### src/rtl/pbmt_pkg.sv
// shared widths, types and helpers for the position bounds and mean tracker
// no dependencies
package pbmt_pkg;

  localparam int LAT_W       = 28;
  localparam int LON_W       = 29;
  localparam int ALT_W       = 38;
  localparam int FIX_W       = 2;
  localparam int SUM_W       = 62;
  localparam int CNT_W       = 61;
  localparam int RESCALE_BIT = 60;
  localparam int DIV_STEPS   = SUM_W;
  localparam int STEP_W      = $clog2(DIV_STEPS);

  localparam logic [FIX_W-1:0] FIX_2D = FIX_W'(2);

  typedef logic signed [SUM_W-1:0] sum_t;
  typedef logic        [CNT_W-1:0] cnt_t;

  localparam sum_t SUM_LIM = sum_t'(1) <<< RESCALE_BIT;
  localparam cnt_t CNT_LIM = cnt_t'(1) << RESCALE_BIT;

  function automatic logic sum_too_big(sum_t s);
    sum_too_big = (s >= SUM_LIM) || (s <= -SUM_LIM);
  endfunction

endpackage

### src/rtl/pbmt_div.sv
// bit-serial restoring divider: signed sum over unsigned count, truncated toward zero
// one quotient bit per cycle; a zero divisor gives a zero quotient
// depends on pbmt_pkg
module pbmt_div (
  input  logic           clk,
  input  logic           rst,
  input  logic           start,
  input  pbmt_pkg::sum_t dividend,
  input  pbmt_pkg::cnt_t divisor,
  output logic           done,
  output pbmt_pkg::sum_t quotient
);
  import pbmt_pkg::*;

  logic              busy;
  logic [STEP_W-1:0] step;
  logic [SUM_W-1:0]  rem;
  logic [SUM_W-1:0]  quo;
  cnt_t              dvs;
  logic              neg;

  logic [SUM_W:0]    trial;
  logic              fits;
  logic [SUM_W-1:0]  rem_next;
  logic [SUM_W-1:0]  quo_next;
  logic [SUM_W-1:0]  mag;

  assign mag      = dividend[SUM_W-1] ? SUM_W'(-dividend) : SUM_W'(dividend);
  assign trial    = {rem, quo[SUM_W-1]};
  assign fits     = trial >= (SUM_W+1)'(dvs);
  assign rem_next = fits ? SUM_W'(trial - (SUM_W+1)'(dvs)) : trial[SUM_W-1:0];
  assign quo_next = {quo[SUM_W-2:0], fits};

  always_ff @(posedge clk) begin
    if (rst) begin
      busy <= 1'b0;
      done <= 1'b0;
    end else begin
      if (start) begin
        done <= (divisor == '0);
        if (divisor == '0) begin
          quotient <= '0;
        end else begin
          busy <= 1'b1;
          rem  <= '0;
          quo  <= mag;
          dvs  <= divisor;
          neg  <= dividend[SUM_W-1];
          step <= '0;
        end
      end else if (busy) begin
        rem  <= rem_next;
        quo  <= quo_next;
        step <= step + STEP_W'(1);
        done <= (step == STEP_W'(DIV_STEPS - 1));
        if (step == STEP_W'(DIV_STEPS - 1)) begin
          busy     <= 1'b0;
          quotient <= neg ? sum_t'(-quo_next) : sum_t'(quo_next);
        end
      end else begin
        done <= 1'b0;
      end
    end
  end

endmodule

### src/rtl/position_bounds_and_mean_tracker.sv
// top level: bounding box, best fix and running means of position fixes
// depends on pbmt_pkg and pbmt_div
//
// One item is worked at a time. Three quotients (latitude, longitude, altitude mean)
// go one after the other through a single bit-serial divider that yields one
// quotient bit per cycle, 62 bits each; per quotient a GO state starts the divider
// and a WAIT state takes the quotient, and the FINISH state then loads the output
// register once it is free. While no altitude has been summed the altitude divisor
// is zero and the divider gives a zero quotient without stepping through the bits.
// The next item is taken as soon as the result sits in the output register, even
// while it still waits to be taken. Bounds that read zero count as unset.
module position_bounds_and_mean_tracker (
  input  logic                                clk,
  input  logic                                rst,
  input  logic                                in_valid,
  output logic                                in_ready,
  input  logic signed [pbmt_pkg::LAT_W-1:0]   latitude,
  input  logic signed [pbmt_pkg::LON_W-1:0]   longitude,
  input  logic signed [pbmt_pkg::ALT_W-1:0]   altitude,
  input  logic        [pbmt_pkg::FIX_W-1:0]   fix_quality,
  output logic                                out_valid,
  input  logic                                out_ready,
  output logic        [pbmt_pkg::FIX_W-1:0]   best_fix,
  output logic signed [pbmt_pkg::LAT_W-1:0]   min_latitude,
  output logic signed [pbmt_pkg::LAT_W-1:0]   max_latitude,
  output logic signed [pbmt_pkg::LON_W-1:0]   min_longitude,
  output logic signed [pbmt_pkg::LON_W-1:0]   max_longitude,
  output logic signed [pbmt_pkg::ALT_W-1:0]   min_altitude,
  output logic signed [pbmt_pkg::ALT_W-1:0]   max_altitude,
  output logic signed [pbmt_pkg::LAT_W-1:0]   mean_latitude,
  output logic signed [pbmt_pkg::LON_W-1:0]   mean_longitude,
  output logic signed [pbmt_pkg::ALT_W-1:0]   mean_altitude
);
  import pbmt_pkg::*;

  localparam logic [2:0] S_IDLE     = 3'd0;
  localparam logic [2:0] S_LAT_GO   = 3'd1;
  localparam logic [2:0] S_LAT_WAIT = 3'd2;
  localparam logic [2:0] S_LON_GO   = 3'd3;
  localparam logic [2:0] S_LON_WAIT = 3'd4;
  localparam logic [2:0] S_ALT_GO   = 3'd5;
  localparam logic [2:0] S_ALT_WAIT = 3'd6;
  localparam logic [2:0] S_FINISH   = 3'd7;

  logic [2:0] state;

  logic [FIX_W-1:0]        fix_best;
  logic signed [LAT_W-1:0] lat_low, lat_high;
  logic signed [LON_W-1:0] lon_low, lon_high;
  logic signed [ALT_W-1:0] alt_low, alt_high;
  sum_t lat_sum, lon_sum, alt_sum;
  cnt_t sample_count, alt_count;
  sum_t mlat, mlon, malt;

  logic has_alt;
  logic accept;
  logic rescale;
  logic load_out;

  logic div_start;
  sum_t div_dividend;
  cnt_t div_divisor;
  logic div_done;
  sum_t div_quotient;

  assign in_ready = (state == S_IDLE);
  assign accept   = in_valid && in_ready;
  assign has_alt  = fix_quality > FIX_2D;
  assign load_out = (state == S_FINISH) && (!out_valid || out_ready);
  assign rescale  = sum_too_big(lat_sum) || sum_too_big(lon_sum) || sum_too_big(alt_sum) ||
                    (sample_count >= CNT_LIM) || (alt_count >= CNT_LIM);

  always_comb begin
    div_start = state inside {S_LAT_GO, S_LON_GO, S_ALT_GO};
    case (state)
      S_LAT_GO: begin
        div_dividend = lat_sum;
        div_divisor  = sample_count;
      end
      S_LON_GO: begin
        div_dividend = lon_sum;
        div_divisor  = sample_count;
      end
      default: begin
        div_dividend = alt_sum;
        div_divisor  = alt_count;
      end
    endcase
  end

  pbmt_div u_div (
    .clk      (clk),
    .rst      (rst),
    .start    (div_start),
    .dividend (div_dividend),
    .divisor  (div_divisor),
    .done     (div_done),
    .quotient (div_quotient)
  );

  always_ff @(posedge clk) begin
    if (rst) begin
      state        <= S_IDLE;
      out_valid    <= 1'b0;
      fix_best     <= '0;
      lat_low      <= '0;
      lat_high     <= '0;
      lon_low      <= '0;
      lon_high     <= '0;
      alt_low      <= '0;
      alt_high     <= '0;
      lat_sum      <= '0;
      lon_sum      <= '0;
      alt_sum      <= '0;
      sample_count <= '0;
      alt_count    <= '0;
    end else begin
      if (load_out) begin
        out_valid <= 1'b1;
      end else if (out_ready) begin
        out_valid <= 1'b0;
      end
      case (state)
        S_IDLE: begin
          if (accept) begin
            if (fix_quality > fix_best) begin
              fix_best <= fix_quality;
            end
            if (latitude < lat_low || lat_low == '0) begin
              lat_low <= latitude;
            end
            if (latitude > lat_high || lat_high == '0) begin
              lat_high <= latitude;
            end
            if (longitude < lon_low || lon_low == '0) begin
              lon_low <= longitude;
            end
            if (longitude > lon_high || lon_high == '0) begin
              lon_high <= longitude;
            end
            lat_sum      <= lat_sum + sum_t'(latitude);
            lon_sum      <= lon_sum + sum_t'(longitude);
            sample_count <= sample_count + cnt_t'(1);
            if (has_alt) begin
              if (altitude < alt_low || alt_low == '0) begin
                alt_low <= altitude;
              end
              if (altitude > alt_high || alt_high == '0) begin
                alt_high <= altitude;
              end
              alt_sum   <= alt_sum + sum_t'(altitude);
              alt_count <= alt_count + cnt_t'(1);
            end
            state <= S_LAT_GO;
          end
        end
        S_LAT_GO: state <= S_LAT_WAIT;
        S_LAT_WAIT: begin
          if (div_done) begin
            mlat  <= div_quotient;
            state <= S_LON_GO;
          end
        end
        S_LON_GO: state <= S_LON_WAIT;
        S_LON_WAIT: begin
          if (div_done) begin
            mlon  <= div_quotient;
            state <= S_ALT_GO;
          end
        end
        S_ALT_GO: state <= S_ALT_WAIT;
        S_ALT_WAIT: begin
          if (div_done) begin
            malt  <= div_quotient;
            state <= S_FINISH;
          end
        end
        S_FINISH: begin
          if (load_out) begin
            state <= S_IDLE;
            // sums fold into their means once any magnitude grows too large
            if (rescale) begin
              lat_sum      <= mlat;
              lon_sum      <= mlon;
              alt_sum      <= malt;
              sample_count <= cnt_t'(1);
              alt_count    <= cnt_t'(1);
            end
          end
        end
        default: state <= S_IDLE;
      endcase
    end
  end

  // result payload, held while waiting to be taken
  always_ff @(posedge clk) begin
    if (load_out) begin
      best_fix       <= fix_best;
      min_latitude   <= lat_low;
      max_latitude   <= lat_high;
      min_longitude  <= lon_low;
      max_longitude  <= lon_high;
      min_altitude   <= alt_low;
      max_altitude   <= alt_high;
      mean_latitude  <= mlat[LAT_W-1:0];
      mean_longitude <= mlon[LON_W-1:0];
      mean_altitude  <= malt[ALT_W-1:0];
    end
  end

endmodule

### config.mk
export PLATFORM = sky130hd
export DESIGN_NAME = position_bounds_and_mean_tracker
export DESIGN_NICKNAME = d
export VERILOG_FILES = /design/src/rtl/pbmt_pkg.sv /design/src/rtl/pbmt_div.sv /design/src/rtl/position_bounds_and_mean_tracker.sv
export SDC_FILE = /design/constraint.sdc
export NUM_CORES = 2
export LEC_CHECK = 0
export BUFFER_PORTS_ARGS = -buffer_cell sky130_fd_sc_hd__buf_4
export CORE_MARGIN = 3
export CORE_UTILIZATION = 57
export CTS_CLUSTER_DIAMETER = 60
export CTS_CLUSTER_SIZE = 28
export DETAILED_ROUTE_END_ITERATION = 6
export GPL_TIMING_DRIVEN = 0
export HOLD_SLACK_MARGIN = 0.12
export PLACE_DENSITY = 0.75
export REMOVE_ABC_BUFFERS = 1
export SETUP_SLACK_MARGIN = 0.4
export SYNTH_ARGS = -nofsm -noshare
export SYNTH_HDL_FRONTEND = slang
export SYNTH_HIERARCHICAL = 1
export SYNTH_SLANG_ARGS = --single-unit
### constraint.sdc
create_clock -name clk -period 9.7 [get_ports clk]
set_input_delay 0.485 -clock clk [delete_from_list [all_inputs] [get_ports clk]]
set_output_delay 0.485 -clock clk [all_outputs]
set_load 0.005 [all_outputs]
Word level (Yosys, flattened, before mapping)
Cells that the tools add are included.
- input port bits: 101
- word-level logic and storage cells: 179
- register bits: 1233
- output and inout bits: 289
- mux-type cells: 52
- equality and inequality tests: 17
- order comparisons: 17
- reductions and logical operators: 47
- bitwise logic cells: 2
- $add $sub $neg: 9
- operators with widths (cell ; count):
    62-bit two-way mux ; 23
    62-bit case mux with 2 select lines ; 4
    61-bit two-way mux ; 6
    61-bit case mux with 2 select lines ; 2
    62-bit >= comparator, second input constant ; 3
    62-bit by 61-bit <= comparator with 1-bit output, second input constant ; 3
    62-bit negation ; 2
    61-bit by 1-bit adder with 61-bit output, second input constant ; 2
    61-bit >= comparator, second input constant ; 2
    38-bit logical NOT ; 2
    63-bit by 61-bit >= comparator with 1-bit output ; 1
    62-bit by 28-bit adder with 62-bit output ; 1
    62-bit by 29-bit adder with 62-bit output ; 1
    62-bit by 38-bit adder with 62-bit output ; 1
    62-bit by 61-bit subtractor with 62-bit output ; 1
    61-bit logical NOT ; 1
    29-bit logical NOT ; 2
    28-bit logical NOT ; 2
    38-bit > comparator ; 1
    38-bit < comparator ; 1
    3-bit AND reduction ; 10
    29-bit > comparator ; 1
    29-bit < comparator ; 1
    28-bit > comparator ; 1
    other kinds (24) ; 70

Logic depth before layout (Yosys ltp)
- word-level depth: 9
- gate-level depth with buffers: 23
- gate-level depth less buffers: 20

Modules after synthesis
The synthesis kept the hierarchy.
- modules (own cells, without submodules) (module ; cells an instance ; instances ; area each (sq um) ; seq. area each (sq um)):
    position_bounds_and_mean_tracker ; 5432 ; 1 ; 52844.4 ; 24293.3
    pbmt_div ; 1717 ; 1 ; 16425.8 ; 7667.4

Worst setup path before layout
Ideal clock, no wire load.
- path type: flip-flop to flip-flop
- start: register state[0]
- end: register best_fix[0] (netlist bit) (enable)
- period minus slack after synthesis: 7.375 ns
- slack: 2.325 ns
- required time: 9.062 ns
- setup time: 0.638 ns
- arrival time: 6.737 ns
- buffers on the path: 2
- stages on the path, launching flop included: 6
- cells stage by stage: dfxtp_1 clkbuf_1 and3_1 clkbuf_1 nand2_1 inv_1
- word-level cells in the longest chain between the ends: 2
- RTL lines (what ; line ; text):
    from (decl) ; position_bounds_and_mean_tracker.sv:45 ; logic [2:0] state;
    from (signal assigned) ; position_bounds_and_mean_tracker.sv:103 ; state <= S_IDLE;
    from (signal assigned) ; position_bounds_and_mean_tracker.sv:154 ; state <= S_LAT_GO;
    from (signal assigned) ; position_bounds_and_mean_tracker.sv:157 ; S_LAT_GO: state <= S_LAT_WAIT;
    3-bit == test ; position_bounds_and_mean_tracker.sv:69 ; assign load_out = (state == S_FINISH) && (!out_valid || out_ready);
    1-bit logical AND ; position_bounds_and_mean_tracker.sv:69 ;
    via load_out ; position_bounds_and_mean_tracker.sv:58 ; logic load_out;
    to (signal assigned) ; position_bounds_and_mean_tracker.sv:199 ; best_fix <= fix_best;
    to (decl) ; position_bounds_and_mean_tracker.sv:23 ; output logic [pbmt_pkg::FIX_W-1:0] best_fix,
The timed path passes the listed nets, and every way through them passes these cells.
A chain may end at the register's enable or synchronous reset.

Worst setup path after layout
- start: register u_div.rem[2]
- end: register u_div.quotient[50] (data pin)
- word-level cells in the longest chain between the ends: 6
- RTL lines (what ; line ; text):
    from (decl) ; pbmt_div.sv:17 ; logic [SUM_W-1:0] rem;
    from (signal assigned) ; pbmt_div.sv:52 ; rem <= rem_next;
    63-bit by 61-bit >= comparator with 1-bit output ; pbmt_div.sv:30 ; assign fits = trial >= (SUM_W+1)'(dvs);
    62-bit negation ; pbmt_div.sv:58 ; quotient <= neg ? sum_t'(-quo_next) : sum_t'(quo_next);
    62-bit two-way mux ; pbmt_div.sv:58 ;
    62-bit two-way mux ; pbmt_div.sv:56 ; if (step == STEP_W'(DIV_STEPS - 1)) begin
    62-bit two-way mux ; pbmt_div.sv:51 ; end else if (busy) begin
    62-bit two-way mux ; pbmt_div.sv:39 ; if (start) begin
    to (signal assigned) ; pbmt_div.sv:58 ;
    to (decl) ; pbmt_div.sv:11 ; output pbmt_pkg::sum_t quotient
No other way between the ends. The select of a mux whose other input is x is not followed.

==> flow_metrics.env <==
export IMPL_antenna_found_initial=3
export IMPL_outcome="finished, final reports clean"
export IMPL_hpwl_mm=164
export IMPL_grt_max_degree=129
export IMPL_path_common_cell="or3_1"
export IMPL_layout_common_cells="edfxtp_1 (727), nor2_1 (667), nand2_1 (641), a21oi_1 (599), dfxtp_1 (505)"
export IMPL_layout_min_cycle_time_ps=7200
export IMPL_cts_buffer_depth=3
export IMPL_io_buffers=389
export IMPL_post_route_period_util=0.743
export IMPL_power_density_nw_per_um2=171
export IMPL_cpMaxStageDelayCell="o41ai_1"
export IMPL_synth_edf_count=727
export IMPL_holdWs_ps=268
export IMPL_numCtsBuffers=109
export IMPL_p_int_mw=9.31
export IMPL_syn_area_per_cell_um2=9.69
export IMPL_finalNonFillerCells=9162
export IMPL_min_from="latitude[27]"
export IMPL_grt_pass1_wl_mm=330
export IMPL_cp_arrival_ps=7710
export IMPL_wirelength_mm=219
export IMPL_syn_to_final_growth_pct=14.7
export IMPL_initial_utilization=0.576
export IMPL_std_cell_rows=127
export IMPL_grt_overflow=0
export IMPL_yosys_area_top_type="edfxtp_1"
export IMPL_grt_usage=0.338
export IMPL_drive_gt1_frac=0.114
export IMPL_seqPwrFrac=0.443
export IMPL_cpPeakStageDelay_ps=980
export IMPL_dp_cells=8851
export IMPL_pin_count=390
export IMPL_hold_path_end="lat_low[27]"
export IMPL_r2r_end="u_div/quotient[50]"
export IMPL_p_sw_frac=0.314
export IMPL_crit_path_start_kind="register"
export IMPL_netSwitchingPower_mw=4.27
export IMPL_fp_dieW_um=355
export IMPL_async_reset_ff_frac=0
export IMPL_slew_headroom=0.0384
export IMPL_clkSinkCount=1233
export IMPL_crit_chain="ha_1, and2_1, a221o_1, o2111ai_1, o211a_1, nor3_1, o2111ai_1, o211ai_1, buf_4, buf_4, clkinv_2, buf_16, ha_1, nand2b_1, or3_1, or3_1, or3_1, o41ai_1, o21ai_0, xnor2_1, nor2_1"
export IMPL_die_h_um=355
export IMPL_ys_ff_latch=1233
export IMPL_gp_congestion=0.976
export IMPL_rr_startpoint="u_div/rem[2]"
export IMPL_num_nets_final=7994
export IMPL_final_common_cell="edfxtp_1"
export IMPL_end_kind="register"
export IMPL_insertion_delay_ps=750
export IMPL_via_per_inst=6.28
export IMPL_yosys_warnings=6
export IMPL_worst_setup_path_type="reg -> reg"
export IMPL_postCtsHoldBufs=97
export IMPL_wl_per_cell_um=23.9
export IMPL_critPathRequiredTime_ps=10200
export IMPL_synthFlopType="edfxtp_1"
export IMPL_hold_viol=0
export IMPL_ant_nets=0
export IMPL_synth_distinct_cells=112
export IMPL_die_area_um2=126000
export IMPL_grt_pass1_vias=55219
export IMPL_h_tree_depth=3
export IMPL_ys_top_cells_by_area="edfxtp_1 (32%), dfxtp_1 (15%), ha_1 (8.0%), a21oi_1 (4.3%), nor2_1 (3.6%)"
export IMPL_drc_errors=0
export IMPL_critical_path_top_delay_family="compound AO/OA/AOI/OAI gates"
export IMPL_ctsRootBufferMaster="clkbuf_16"
export IMPL_synthCells=7149
export IMPL_synth_top_area_frac=0.315
export IMPL_crit_cells=21
export IMPL_cts_repair_resize_count=0
export IMPL_power_frac_comb=0.201
export IMPL_worst_path_buf_inv=4
export IMPL_holdPathStages=3
export IMPL_cp_max_fo=49
export IMPL_vias=57556
export IMPL_ys_seq_area_frac=0.461
export IMPL_rrSetupSlack_ps=2500
export IMPL_maxCapViolations=0
export IMPL_grt_setup_unrepaired="false"
export IMPL_cts_tree="built"
export IMPL_pwr_share_clk=0.356
export IMPL_drt_iter0_drc=5823
export IMPL_coreArea_um2=120000
export IMPL_peakVddDrop_uv=176
export IMPL_hp_class="in -> reg"
export IMPL_setup_viol=0
export IMPL_skew_ps=47.6
export IMPL_synth_area_um2=69300
export IMPL_drv_slew=0
export IMPL_dr_pass1_iters=6
export IMPL_clock_fmax_ghz=0.139
export IMPL_reg2regPathDepth=21
export IMPL_p_leak_nw=31.1
export IMPL_path_clk_slew_ps=80
export IMPL_worstMarginPinSlew_ps=1420
export IMPL_postCtsSetupRepairBufs=0
how the worst max path moves through the flow:
stage | startpoint | end
final | u_div/rem[2] | u_div/quotient[50]
after global routing | u_div/rem[23] | u_div/quotient[50]
after CTS | u_div/rem[2] | u_div/quotient[50]
after detailed placement | u_div/rem[2] | u_div/quotient[50]
after global placement | state[1] | u_div/quotient[23]
after floorplan | state[1] | u_div/quotient[0]
layout make-up:
cell class | instances | area [um^2]
inverter | 349 | 1320
clock inverter | 89 | 1190
fill | 9319 | 40800
antenna | 6 | 15.0
sequential | 1233 | 32000
multi-input combinational | 5185 | 34700
clock buffer | 119 | 2840
timing repair buffer | 569 | 5410
tap | 1612 | 2020
power by group through the flow:
stage / clock network, mW / registers [mW] / logic (mW)
3_5_place_dp: 0 / 6.12 / 2.62
2_1_floorplan: 0 / 6.00 / 1.90
4_1_cts: 4.89 / 6.00 / 2.67
6_report: 4.84 / 6.01 / 2.73
3_3_place_gp: 0 / 6.14 / 2.59
5_1_grt: 5.09 / 6.03 / 2.98
state kept, by name, summed over array words and instances (netlist names), 61 cells and up:
signal	count
alt_count	61
malt	62
u_div/quo	62
u_div/quotient	62
sample_count	61
u_div/rem	62
alt_sum	62
lon_sum	62
mlat	62
u_div/dvs	61
mlon	62
lat_sum	62
through the flow:
stage               setup slack, ps  power (mW)  cell area (um^2)  TNS (ps)   util
CTS                            2730        13.6             79400         0  0.660
finish                         2500        13.6             79500         0  0.661
global route                   2280        14.1             79400         0  0.660
detailed placement             2780        8.74             74400         0  0.619
global placement             -23510        8.73             72700         -  0.604
floorplan                    -11530        7.90             67800  -4767910      -
worst min-delay path, delay by kind of cell:
family,cells,cell delay [ps]
buffers and inverters,1,260
and+or+nand+nor,1,120
muxes,1,70
cell usage after synthesis, types with 52 or more instances:
cell and instances:
o21bai_1 52, mux2_2 63, dfxtp_1 506, a21oi_1 602, ha_1 442, edfxtp_1 727
a21o_1 230, inv_1 347, nand4_1 165, xnor2_1 160, o21ai_0 375, nand3_1 136
mux2i_1 233, o31ai_1 56, nand2_1 642, nor2_1 670, and3_1 63, clkbuf_1 322
a31oi_1 56, nor4_1 124, xor2_1 268, nor3_1 92, a211oi_1 56
kinds of logic (layout without fill, tap and decap cells):
| kind of cell | after synthesis | after routing | share of synthesized area |
|---|---|---|---|
| AOI/OAI and AO/OA | 1812 | 1812 | 0.167 |
| xor gates and xnor gates | 428 | 428 | 0.0541 |
| adders and majority gates | 446 | 446 | 0.0810 |
| buffers and inverters | 731 | 1126 | 0.0406 |
| DFF | 1233 | 1233 | 0.461 |
| muxes | 296 | 296 | 0.0439 |
| other | 0 | 6 | 0 |
| and+or+nand+nor | 2203 | 2203 | 0.152 |
metal layers:
metal  GRT usage  vias to the layer above  wire length (um)
met2       0.556                     2467            102000
met1       0.420                    27658             85400
met4       0.213                        0             16200
met5           0                        -                 0
met3      0.0484                      591             15600
li1            -                    26840                 -
No activity file was read; power rests on OpenSTA's default activity.
